===== src/sv/ecc_pkg.sv =====
`timescale 1ns / 1ps

package ecc_pkg;

  localparam int IN_W      = 24;
  localparam int OUT_W     = 48;
  localparam int CFG_W     = 11;
  localparam int CFG_IDX_W = 3;

  localparam logic [CFG_IDX_W-1:0] REG_FAST_PERIOD   = 3'd0;
  localparam logic [CFG_IDX_W-1:0] REG_SLOW_PERIOD   = 3'd1;
  localparam logic [CFG_IDX_W-1:0] REG_DOOR_OPEN_AT  = 3'd2;
  localparam logic [CFG_IDX_W-1:0] REG_DOOR_CLOSE_AT = 3'd3;
  localparam logic [CFG_IDX_W-1:0] REG_DOOR_DONE_AT  = 3'd4;

  localparam logic [9:0] JOY_UP_FAST = 10'd800;
  localparam logic [9:0] JOY_UP_SLOW = 10'd530;
  localparam logic [9:0] JOY_DN_FAST = 10'd200;
  localparam logic [9:0] JOY_DN_SLOW = 10'd470;

  localparam logic [2:0] BAND_UP_FAST = 3'd0;
  localparam logic [2:0] BAND_UP_SLOW = 3'd1;
  localparam logic [2:0] BAND_DN_FAST = 3'd2;
  localparam logic [2:0] BAND_DN_SLOW = 3'd3;
  localparam logic [2:0] BAND_HOLD    = 3'd4;

  localparam logic [1:0] DIR_STOP = 2'd0;
  localparam logic [1:0] DIR_UP   = 2'd1;
  localparam logic [1:0] DIR_DOWN = 2'd2;

  localparam logic [3:0]  TOP_LEVEL    = 4'd12;
  localparam logic [15:0] SINCE_MAX    = 16'hFFFF;
  localparam logic [10:0] DOOR_T_MAX   = 11'h7FF;

  typedef struct packed {
    logic       slow;
    logic       service;
    logic [2:0] band;
    logic       push;
    logic [1:0] rfloor;
    logic [1:0] rtarget;
  } item_t;

  typedef struct packed {
    logic                 we;
    logic [CFG_IDX_W-1:0] index;
    logic [CFG_W-1:0]     data;
  } cfg_t;

endpackage


===== src/sv/elevator_car_controller.sv =====
`timescale 1ns / 1ps

// Four-floor elevator car controller, one input transfer per 1 ms tick.
// s_axis: tick with switches, joystick and an optional passenger request.
// m_axis: car status after that tick, exactly one transfer per input transfer.
// cfg: write-only register port (move periods, door cycle thresholds),
//   written while no tick is in flight.
// Path: the input is classified combinationally and written into a two-entry
//   queue; the state update pops it and registers the result and m_tvalid.
// Throughput: one tick per cycle while m_tready stays high.
// Request queue sits in a RAM; its registered read is bypassed when the
//   entry being read was written the cycle before.
// Reset: car at ground floor, stationary, doors closed, queue empty,
//   counters zero, registers at their defaults. No clearing pass.
// Stall: while m_tready is low the result register holds; the queue keeps
//   taking up to two more ticks, then s_tready drops.
module elevator_car_controller import ecc_pkg::*; #(
  parameter int QUEUE_DEPTH  = 16,
  parameter int COUNTER_BITS = 16
) (
  input  logic                 clk,
  input  logic                 rst,
  input  logic                 s_tvalid,
  output logic                 s_tready,
  // slow_switch, service_switch, joystick[9:0], request_valid,
  // request_floor[1:0], request_target[1:0], zero pad
  input  logic [IN_W-1:0]      s_tdata,
  output logic                 m_tvalid,
  input  logic                 m_tready,
  // car_level[3:0], travel_direction[1:0], passenger_aboard, door_open,
  // door_cycle_busy, floors_loaded[15:0], floors_empty[15:0],
  // waiting_count[4:0], request_dropped, zero pad
  output logic [OUT_W-1:0]     m_tdata,
  input  logic                 cfg_we,
  input  logic [CFG_IDX_W-1:0] cfg_index,
  input  logic [CFG_W-1:0]     cfg_data
);

  item_t front_item;
  item_t back_item;
  logic  back_valid;
  logic  back_ready;
  cfg_t  cfg;

  assign cfg.we    = cfg_we;
  assign cfg.index = cfg_index;
  assign cfg.data  = cfg_data;

  ecc_front u_front (
    .tdata (s_tdata),
    .item  (front_item)
  );

  ecc_fifo u_fifo (
    .clk        (clk),
    .rst        (rst),
    .push_valid (s_tvalid),
    .push_ready (s_tready),
    .push_data  (front_item),
    .pop_valid  (back_valid),
    .pop_ready  (back_ready),
    .pop_data   (back_item)
  );

  ecc_back #(
    .QUEUE_DEPTH  (QUEUE_DEPTH),
    .COUNTER_BITS (COUNTER_BITS)
  ) u_back (
    .clk        (clk),
    .rst        (rst),
    .cfg        (cfg),
    .item_valid (back_valid),
    .item_ready (back_ready),
    .item       (back_item),
    .out_valid  (m_tvalid),
    .out_ready  (m_tready),
    .out_data   (m_tdata)
  );

  a_level_range: assert property (@(posedge clk) disable iff (rst)
    m_tvalid |-> (m_tdata[3:0] <= TOP_LEVEL))
    else $error("car level beyond top floor");

  a_dir_code: assert property (@(posedge clk) disable iff (rst)
    m_tvalid |-> (m_tdata[5:4] != 2'd3))
    else $error("bad travel direction");

  a_open_busy: assert property (@(posedge clk) disable iff (rst)
    (m_tvalid && m_tdata[7]) |-> m_tdata[8])
    else $error("doors open outside a door cycle");

  a_result_follows: assert property (@(posedge clk) disable iff (rst)
    (back_valid && back_ready) |=> m_tvalid)
    else $error("tick executed without a result");

endmodule


===== src/sv/ecc_ram.sv =====
`timescale 1ns / 1ps

module ecc_ram #(
  parameter int WIDTH = 4,
  parameter int DEPTH = 16
) (
  input  logic                     clk,
  input  logic                     we,
  input  logic [$clog2(DEPTH)-1:0] waddr,
  input  logic [WIDTH-1:0]         wdata,
  input  logic [$clog2(DEPTH)-1:0] raddr,
  output logic [WIDTH-1:0]         rdata
);

  logic [WIDTH-1:0] mem [DEPTH];

  always_ff @(posedge clk) begin
    if (we) begin
      mem[waddr] <= wdata;
    end
    rdata <= mem[raddr];
  end

endmodule


===== src/sv/ecc_front.sv =====
`timescale 1ns / 1ps

module ecc_front import ecc_pkg::*; (
  input  logic [IN_W-1:0] tdata,
  output item_t           item
);

  logic [9:0] joy;

  assign joy = tdata[11:2];

  always_comb begin
    item.slow    = tdata[0];
    item.service = tdata[1];
    item.rfloor  = tdata[14:13];
    item.rtarget = tdata[16:15];
    // same-floor requests are dropped here, never reported
    item.push    = tdata[12] && (tdata[14:13] != tdata[16:15]);
    if (joy > JOY_UP_FAST) begin
      item.band = BAND_UP_FAST;
    end else if (joy > JOY_UP_SLOW) begin
      item.band = BAND_UP_SLOW;
    end else if (joy < JOY_DN_FAST) begin
      item.band = BAND_DN_FAST;
    end else if (joy < JOY_DN_SLOW) begin
      item.band = BAND_DN_SLOW;
    end else begin
      item.band = BAND_HOLD;
    end
  end

endmodule


===== src/sv/ecc_fifo.sv =====
`timescale 1ns / 1ps

module ecc_fifo import ecc_pkg::*; (
  input  logic  clk,
  input  logic  rst,
  input  logic  push_valid,
  output logic  push_ready,
  input  item_t push_data,
  output logic  pop_valid,
  input  logic  pop_ready,
  output item_t pop_data
);

  item_t      slot [2];
  logic [1:0] count;
  logic       wp;
  logic       rp;
  logic       do_push;
  logic       do_pop;

  assign push_ready = (count != 2'd2);
  assign pop_valid  = (count != 2'd0);
  assign pop_data   = slot[rp];
  assign do_push    = push_valid && push_ready;
  assign do_pop     = pop_valid && pop_ready;

  always_ff @(posedge clk) begin
    if (rst) begin
      count <= 2'd0;
      wp    <= 1'b0;
      rp    <= 1'b0;
    end else begin
      if (do_push) begin
        wp <= ~wp;
      end
      if (do_pop) begin
        rp <= ~rp;
      end
      if (do_push && !do_pop) begin
        count <= count + 2'd1;
      end else if (do_pop && !do_push) begin
        count <= count - 2'd1;
      end
    end
  end

  always_ff @(posedge clk) begin
    if (do_push) begin
      slot[wp] <= push_data;
    end
  end

endmodule


===== src/sv/ecc_back.sv =====
`timescale 1ns / 1ps

module ecc_back import ecc_pkg::*; #(
  parameter int QUEUE_DEPTH  = 16,
  parameter int COUNTER_BITS = 16
) (
  input  logic             clk,
  input  logic             rst,
  input  cfg_t             cfg,
  input  logic             item_valid,
  output logic             item_ready,
  input  item_t            item,
  output logic             out_valid,
  input  logic             out_ready,
  output logic [OUT_W-1:0] out_data
);

  localparam int AW = $clog2(QUEUE_DEPTH);
  localparam int FW = $clog2(QUEUE_DEPTH + 1);
  localparam logic [COUNTER_BITS-1:0] CNT_MAX = {COUNTER_BITS{1'b1}};

  logic [9:0]  fast_period, slow_period;
  logic [10:0] door_open_at, door_close_at, door_done_at;

  logic [3:0]              level, level_next;
  logic [3:0]              target, target_next;
  logic [1:0]              direction, direction_next;
  logic [15:0]             since_move, since_move_next;
  logic                    door_busy, door_busy_next;
  logic [10:0]             door_elapsed, door_elapsed_next;
  logic                    aboard, aboard_next;
  logic [COUNTER_BITS-1:0] loaded_count, loaded_count_next;
  logic [COUNTER_BITS-1:0] empty_count, empty_count_next;
  logic [AW-1:0]           head, head_next;
  logic [AW-1:0]           tail, tail_next;
  logic [FW-1:0]           fill, fill_next;
  logic                    byp_hit;
  logic [3:0]              byp_entry;

  logic        step;
  logic [9:0]  period;
  logic        upd;
  logic        moving;
  logic        open;
  logic        dropped;
  logic        push_ok;
  logic [3:0]  new_entry;
  logic [3:0]  ram_q;
  logic [3:0]  head_entry;
  logic [3:0]  start_lvl;
  logic [3:0]  dest_lvl;

  assign item_ready = !out_valid || out_ready;
  assign step       = item_valid && item_ready;
  assign new_entry  = {item.rtarget, item.rfloor};

  ecc_ram #(.WIDTH(4), .DEPTH(QUEUE_DEPTH)) u_req_ram (
    .clk   (clk),
    .we    (push_ok),
    .waddr (tail),
    .wdata (new_entry),
    .raddr (head_next),
    .rdata (ram_q)
  );

  always_comb begin
    if (fill == '0) begin
      head_entry = new_entry;
    end else if (byp_hit) begin
      head_entry = byp_entry;
    end else begin
      head_entry = ram_q;
    end
  end

  assign start_lvl = {head_entry[1:0], 2'b00};
  assign dest_lvl  = {head_entry[3:2], 2'b00};

  always_comb begin
    level_next        = level;
    target_next       = target;
    direction_next    = direction;
    since_move_next   = since_move;
    door_busy_next    = door_busy;
    door_elapsed_next = door_elapsed;
    aboard_next       = aboard;
    loaded_count_next = loaded_count;
    empty_count_next  = empty_count;
    head_next         = head;
    tail_next         = tail;
    fill_next         = fill;
    period            = item.slow ? slow_period : fast_period;
    upd               = 1'b0;
    moving            = 1'b0;
    open              = 1'b0;
    dropped           = 1'b0;
    push_ok           = 1'b0;

    if (step) begin
      if (since_move != SINCE_MAX) begin
        since_move_next = since_move + 16'd1;
      end
      if (door_busy && door_elapsed != DOOR_T_MAX) begin
        door_elapsed_next = door_elapsed + 11'd1;
      end

      if (item.service) begin
        unique case (item.band)
          BAND_UP_FAST: begin
            target_next = TOP_LEVEL;
            period      = fast_period;
          end
          BAND_UP_SLOW: begin
            target_next = TOP_LEVEL;
            period      = slow_period;
          end
          BAND_DN_FAST: begin
            target_next = 4'd0;
            period      = fast_period;
          end
          BAND_DN_SLOW: begin
            target_next = 4'd0;
            period      = slow_period;
          end
          default: begin
            target_next    = level;
            direction_next = DIR_STOP;
          end
        endcase
      end

      upd = (since_move_next > {6'd0, period}) && !door_busy;
      if (upd) begin
        if (target_next > level) begin
          direction_next = DIR_UP;
          level_next     = level + 4'd1;
        end else if (target_next < level) begin
          direction_next = DIR_DOWN;
          level_next     = level - 4'd1;
        end else begin
          direction_next = DIR_STOP;
        end
        since_move_next = 16'd0;
      end

      moving = (direction_next != DIR_STOP);
      if (upd && moving && level_next[1:0] == 2'b00) begin
        if (aboard) begin
          if (loaded_count != CNT_MAX) begin
            loaded_count_next = loaded_count + COUNTER_BITS'(1);
          end
        end else if (empty_count != CNT_MAX) begin
          empty_count_next = empty_count + COUNTER_BITS'(1);
        end
      end

      if (item.push) begin
        if (fill >= FW'(QUEUE_DEPTH)) begin
          dropped = 1'b1;
        end else begin
          push_ok   = 1'b1;
          tail_next = (tail == AW'(QUEUE_DEPTH - 1)) ? '0 : tail + AW'(1);
          fill_next = fill + FW'(1);
        end
      end

      if (fill_next != '0 && upd && !item.service) begin
        if (level_next == start_lvl) begin
          target_next       = dest_lvl;
          aboard_next       = 1'b1;
          door_busy_next    = 1'b1;
          door_elapsed_next = 11'd0;
        end else if (!moving) begin
          target_next = start_lvl;
          aboard_next = 1'b0;
        end else if (level_next == dest_lvl && target_next == dest_lvl) begin
          aboard_next       = 1'b0;
          head_next         = (head == AW'(QUEUE_DEPTH - 1)) ? '0 : head + AW'(1);
          fill_next         = fill_next - FW'(1);
          door_busy_next    = 1'b1;
          door_elapsed_next = 11'd0;
        end
      end

      // end check wins over close, close over open
      if (door_busy_next) begin
        if (door_elapsed_next > door_done_at) begin
          door_busy_next = 1'b0;
        end else if (door_elapsed_next > door_close_at) begin
          open = 1'b0;
        end else if (door_elapsed_next > door_open_at) begin
          open = 1'b1;
        end
      end
    end
  end

  always_ff @(posedge clk) begin
    if (rst) begin
      fast_period   <= 10'd100;
      slow_period   <= 10'd300;
      door_open_at  <= 11'd400;
      door_close_at <= 11'd800;
      door_done_at  <= 11'd1200;
    end else if (cfg.we) begin
      unique case (cfg.index)
        REG_FAST_PERIOD:   fast_period   <= cfg.data[9:0];
        REG_SLOW_PERIOD:   slow_period   <= cfg.data[9:0];
        REG_DOOR_OPEN_AT:  door_open_at  <= cfg.data;
        REG_DOOR_CLOSE_AT: door_close_at <= cfg.data;
        REG_DOOR_DONE_AT:  door_done_at  <= cfg.data;
        default: ;
      endcase
    end
  end

  always_ff @(posedge clk) begin
    if (rst) begin
      level        <= 4'd0;
      target       <= 4'd0;
      direction    <= DIR_STOP;
      since_move   <= 16'd0;
      door_busy    <= 1'b0;
      door_elapsed <= 11'd0;
      aboard       <= 1'b0;
      loaded_count <= '0;
      empty_count  <= '0;
      head         <= '0;
      tail         <= '0;
      fill         <= '0;
      byp_hit      <= 1'b0;
      out_valid    <= 1'b0;
    end else begin
      level        <= level_next;
      target       <= target_next;
      direction    <= direction_next;
      since_move   <= since_move_next;
      door_busy    <= door_busy_next;
      door_elapsed <= door_elapsed_next;
      aboard       <= aboard_next;
      loaded_count <= loaded_count_next;
      empty_count  <= empty_count_next;
      head         <= head_next;
      tail         <= tail_next;
      fill         <= fill_next;
      // RAM read is registered; forward a write that lands on the next head
      byp_hit      <= push_ok && (tail == head_next);
      if (step) begin
        out_valid <= 1'b1;
      end else if (out_ready) begin
        out_valid <= 1'b0;
      end
    end
  end

  always_ff @(posedge clk) begin
    byp_entry <= new_entry;
    if (step) begin
      out_data <= {1'b0, dropped, 5'(fill_next), 16'(empty_count_next),
                   16'(loaded_count_next), door_busy_next, open, aboard_next,
                   direction_next, level_next};
    end
  end

endmodule

===== config.mk =====
export PLATFORM = sky130hd
export DESIGN_NAME = elevator_car_controller
export DESIGN_NICKNAME = d
export VERILOG_FILES = /design/src/sv/ecc_pkg.sv /design/src/sv/elevator_car_controller.sv /design/src/sv/ecc_ram.sv /design/src/sv/ecc_front.sv /design/src/sv/ecc_fifo.sv /design/src/sv/ecc_back.sv
export SDC_FILE = /design/constraint.sdc
export NUM_CORES = 1
export LEC_CHECK = 0
export ABC_AREA = 1
export BUFFER_PORTS_ARGS = -buffer_cell sky130_fd_sc_hd__buf_2
export CORE_MARGIN = 2
export CORE_UTILIZATION = 68
export CTS_BUF_LIST = sky130_fd_sc_hd__clkbuf_4
export DETAILED_ROUTE_END_ITERATION = 8
export GPL_TIMING_DRIVEN = 0
export PLACE_DENSITY = 0.95
export RECOVER_POWER = 100
export SLEW_MARGIN = 10
export SYNTH_ARGS = -nofsm -noshare
export SYNTH_HDL_FRONTEND = slang
export SYNTH_SLANG_ARGS = --single-unit

===== constraint.sdc =====
create_clock -name clk -period 11.66 [get_ports clk]
set_input_delay 1.749 -clock clk [delete_from_list [all_inputs] [get_ports clk]]
set_output_delay 1.749 -clock clk [all_outputs]
set_load 0.05 [all_outputs]

Yosys cells after proc, flatten, opt, wreduce, memory -nomap -nowiden. Memory sizes are Yosys's and may differ from the RTL's. A register that Yosys moved wholly into a read port is not among the register bits. Index checks and enable logic that the tools add are counted.

Register bits after elaboration: 194. Memory bits (writable): 84. Memories kept: 2. Bits of input ports: 43. Word-level logic and storage cells: 202.

Multiplexer cells: 88. $add $sub $neg: 12. Eq/ne operators: 19. Bitwise gates (word level): 4. Order comparisons: 11. Reduce and logical (&&, ||, !) cells: 40.

Memory list: u_back.u_req_ram.mem (words 16, width 4, rd ports 1, clocked after Yosys merged registers in 1, wr ports 1, RTL line ecc_ram.sv:15) `logic [WIDTH-1:0] mem [DEPTH];`; u_fifo.slot (words 2, width 10, rd ports 1, clocked after Yosys merged registers in 1, wr ports 1, RTL line ecc_fifo.sv:14) `item_t slot [2];`.

Operators by type and width (number): two-way mux 16 bit (11); two-way mux 4 bit (19); two-way mux 11 bit (6); adder 16 x 1 -> 16 bit (second input constant) (3); != test 16 bit (second input constant) (3); two-way mux 5 bit (8); > comparator 11 bit (3); two-way mux 10 bit (3); two-way mux 1 bit (26); > comparator 10 bit (second input constant) (2); case mux 10 bit (2 select lines) (1); two-way mux 2 bit (9); equality test 4 bit (4); > comparator 16 x 10 -> 1 bit (1); logical AND 1 bit (13); adder 4 x 1 -> 4 bit (second input constant) (3); equality test 3 x 2 -> 1 bit (second input constant) (4); two-way mux 3 bit (4); adder 11 x 1 -> 11 bit (second input constant) (1); != test 11 bit (second input constant) (1); less-than comparator 10 x 8 -> 1 bit (second input constant) (1); less-than comparator 10 x 9 -> 1 bit (second input constant) (1); AND reduction 2 bit (5); equality test 4 bit (second input constant) (2); other kinds (25) (40).

Depth between registers and ports, before layout.
Depth after elaboration: 21. Depth in mapped cells: 42. Gate-level depth less buffers: 42.

By module. Synthesis repeated with hierarchy kept, for this count alone.

Cell total of the unflattened synthesis: 1854. Area total of the unflattened synthesis: 14953.1 um^2.

By module, submodules not included: ecc_back (cells an instance 1437, instances 1, area an instance 10681.5 um^2, seq. area each 4274.1 um^2); ecc_ram (cells an instance 290, instances 1, area an instance 2966.6 um^2, seq. area each 2001.9 um^2); ecc_fifo (cells an instance 68, instances 1, area an instance 1014.7 um^2, seq. area each 700.7 um^2); ecc_front (cells an instance 59, instances 1, area an instance 290.3 um^2, seq. area each 0.0 um^2).

Worst setup path before layout. Ideal clock, no wire load.

Path type: reg-to-reg. Start: register (tool-made name). End: register u_back.out_data[8], data pin. Stages on the path, launching flop included: 35. Data required time: 11.528 ns. Setup time: 0.132 ns. Data arrival time: 5.021 ns. Setup slack: 6.508 ns. Cell sequence: dfxtp_1 -> buf_4 -> mux2i_1 -> or2_2 -> clkbuf_1 -> o22ai_1 -> a32o_1 -> ha_1 -> a21o_1 -> nor2_1 -> nand2_1 -> nand2_1 -> nand2_1 -> a21oi_2 -> nand2_4 -> nand3_1 -> nand2_1 -> nor2_2 -> nand3_2 -> nor2_2 -> nand2_1 -> a21oi_2 -> nor2_1 -> ha_1 -> a21oi_1 -> o31ai_1 -> a21o_1 -> a21oi_1 -> o21ai_0 -> a221oi_1 -> o21ai_0 -> o41ai_1 -> o21ai_1 -> or2_1 -> nand2_1.

RTL lines: end signal: assignment (RTL line ecc_back.sv:259) `out_data <= {1'b0, dropped, 5'(fill_next), 16'(empty_count_next),`; end: declaration (RTL line ecc_back.sv:15) `output logic [OUT_W-1:0] out_data`.

==> run metrics <==
outcome=finished, violations left; failing checks=capacitance limit, slew limit; first-pass GRT wire length=approximately 60 mm; Worst Skew=roughly 44 ps; syn_nets=around 1,800; count of input and output buffers=between 80 and 90; FFs w/ async S/R, synth=0; hold_buf cts=0; Worst-Margin Slew=1820 ps; Cell Count Post-Placement=2,070; CP Class=reg2reg; CTS tree=yes; Die Wd=between 100 and 150 µm; clk sinks=between 200 and 300; Slew Limit Fails=35; HPWL after DPL=roughly 26 mm; DRC errors left=0; Area Growth Syn to Fin=10.3%; DR iter-0 viols=around 1,200; max cap viols=1; total number of vias=approximately 13,000; Distinct cells, synth=between 50 and 60; ys flop type=dfxtp_1; vias per cell=slightly below 6; Critical Path Start Type=flip-flop; final hold violation count=0; post-place setup slack=about 5200 ps; Finished Layout Cells=roughly 2,200; EDFF count, synth=~130; clock transition at the registers of the reported paths=~70 ps; Setup Viol. Count Final=0; post-cts gate resize count=0; Worst Path Arrival=8460 ps; final RePlAce weighted congestion=0.933; Worst VDD drop=a little over 100 µV; share of post-route cells with drive strength above 1=0.0902; Relative slew margins=-0.212; PnR worst setup slack=~3800 ps; CP Capture Type=flip-flop; Seq/Total Area, Yosys=0.489; CP dominant cell by count=nand2_1; global route overflow=0; Yosys warnings=0; remaining antenna violation count=0; PwrDens=approximately 220 nW/µm²; FP Rows=52; critical path's largest stage delay=approximately 620 ps; syn_area_per_cell=about 8.3 µm²; achievable clock frequency=approximately 130 MHz; Initial Utilization=0.698; drt total wl=approximately 37 mm; CP Max Fanout=10; H-tree depth=3; post-route cell area=roughly 16,000 µm²; Hold Worst Slack=around 470 ps; Lkg Pwr=roughly 6.8 nW; Core Footprint=20,400 µm²; IO Pins=93; setup TNS=0 ps; overall global routing resource usage=0.334; RSZ-0062 raised after global routing=no; initial antenna violation count=1; #FFs+latches synth=283; final net count=1,981; Die Ht=149 µm; Critical Path Slowest Stage Cell=a21oi_1; Mapped Cells=between 1,500 and 2,000; min cycle time layout=around 8000 ps; Post-DP Area=15,000 µm²; WL/cell=16.7 µm; largest net degree at the start of global routing=35; Critical Path RT=~12,000 ps; die area=roughly 22,000 µm²; worst hold-check path type=reg2reg; clk buf depth=3; root buffer cell=clkbuf_4; number of global-route vias before repair=12,500; fin crit share=0.678; post-CTS setup repair buffer count=0; drt pass-1 iters=9; synthesized area=between 10,000 and 15,000 µm²; CTS buffer count=between 70 and 80; worst-skew pair later-pin latency=approximately 700 ps
## cell usage after synthesis, types with 6 or more instances
master,count,area [µm²]
xnor2_1,10,87.6
nand2_1,374,1400
nand3_2,6,60.1
a32o_1,9,90.1
nand4_1,20,125
nand3_1,127,636
o21ai_0,96,480
nor2_2,7,43.8
nor3_1,29,145
clkbuf_1,33,124
nor2_1,170,638
dfxtp_1,152,3040
inv_2,8,30.0
a21oi_1,102,510
edfxtp_1,131,3930
o22ai_1,10,62.6
o211ai_1,10,75.1
and2_1,9,56.3
xor2_1,36,315
nand3b_1,9,67.6
nor4_1,6,37.5
ha_1,63,788
nand2_2,9,56.3
inv_1,205,769
## worst max-delay path, delay by kind of cell (launching register included)
kind / cells / cell delay (ps)
compound gates: 15 / 3180
buf+inv: 2 / 820
simple gates: 16 / 2640
flops: 1 / 420
fa+ha+maj: 2 / 690
## cell usage in the layout, fill, tap and decap left out, types with 7 or more instances in the layout
cell type  netlist  layout
nand4_1         20      20
nor2_1         170     171
xor2_1          36      36
o211ai_1        10      10
xnor2_1         10      11
nor4_1           6       7
nand3b_1         9       9
o22ai_1         10      10
dfxtp_1        152     152
clkbuf_1        33      95
a32o_1           9       9
ha_1            63      63
buf_2            5      31
edfxtp_1       131     131
clkinv_1         5      21
clkbuf_4         0     103
a21oi_1        102     104
inv_1          205     211
nor3_1          29      31
nand2_1        374     383
nand3_1        127     130
o21ai_0         96     100
## cells by family after synthesis
group | synth area share
flops | 0.489
xor+xnor | 0.0294
simple gates | 0.240
compound gates | 0.109
fa+ha+maj | 0.0553
buf+inv | 0.0739
mux | 0.00351
other cells | 0.000263
## sequential cells by signal (all words and copies together) (netlist names), 5 cells and up, named ones only
signal / count
u_back.since_move: 16
u_back.door_close_at: 11
u_back.door_done_at: 11
u_back.empty_count: 16
u_back.slow_period: 10
u_fifo.slot: 20
u_back.u_req_ram.mem: 64
u_back.fill: 5
u_back.door_open_at: 11
u_back.fast_period: 10
u_back.out_data: 47
u_back.loaded_count: 16
u_back.door_elapsed: 11
## worst paths after layout
check                         start                endpoint  slack, ps  cells after the start
max reg2reg               flip-flop      u_back.out_data[8]       3750                     35
max                       flip-flop      u_back.out_data[8]       3750                     35
min          u_back.door_done_at[2]  u_back.door_done_at[2]        470                      2
min reg2reg  u_back.door_done_at[2]  u_back.door_done_at[2]        470                      2
## power by group
part	internal, mW	switching [mW]
registers	1.25	0.0793
clock network	0.432	0.410
logic	0.303	0.935
## stage by stage
stage,power [mW],util
detailed placement,2.58,0.736
finish,3.41,0.770
floorplan,2.24,-
global route,3.59,0.770
global placement,2.53,0.735
CTS,3.42,0.780
## per-layer routing
layer	vias up	wire length, µm	track usage
met5	-	0	0
met4	0	2000	0.198
met3	158	3450	0.0596
met2	762	17100	0.558
met1	5924	14200	0.408
li1	6086	-	-
## final cells by class
cell class              instances  area, µm²
plain buffers                  49        224
inverters                     218        818
fillers                      1390       4700
clock inverters                26        134
multi-input cells            1166       6110
well taps                     270        338
repair buffers                 84        348
flip-flops and latches        283       6980
clock buffers                 103        773
diodes                          1       2.50
No activity file was read; power rests on OpenSTA's default activity.
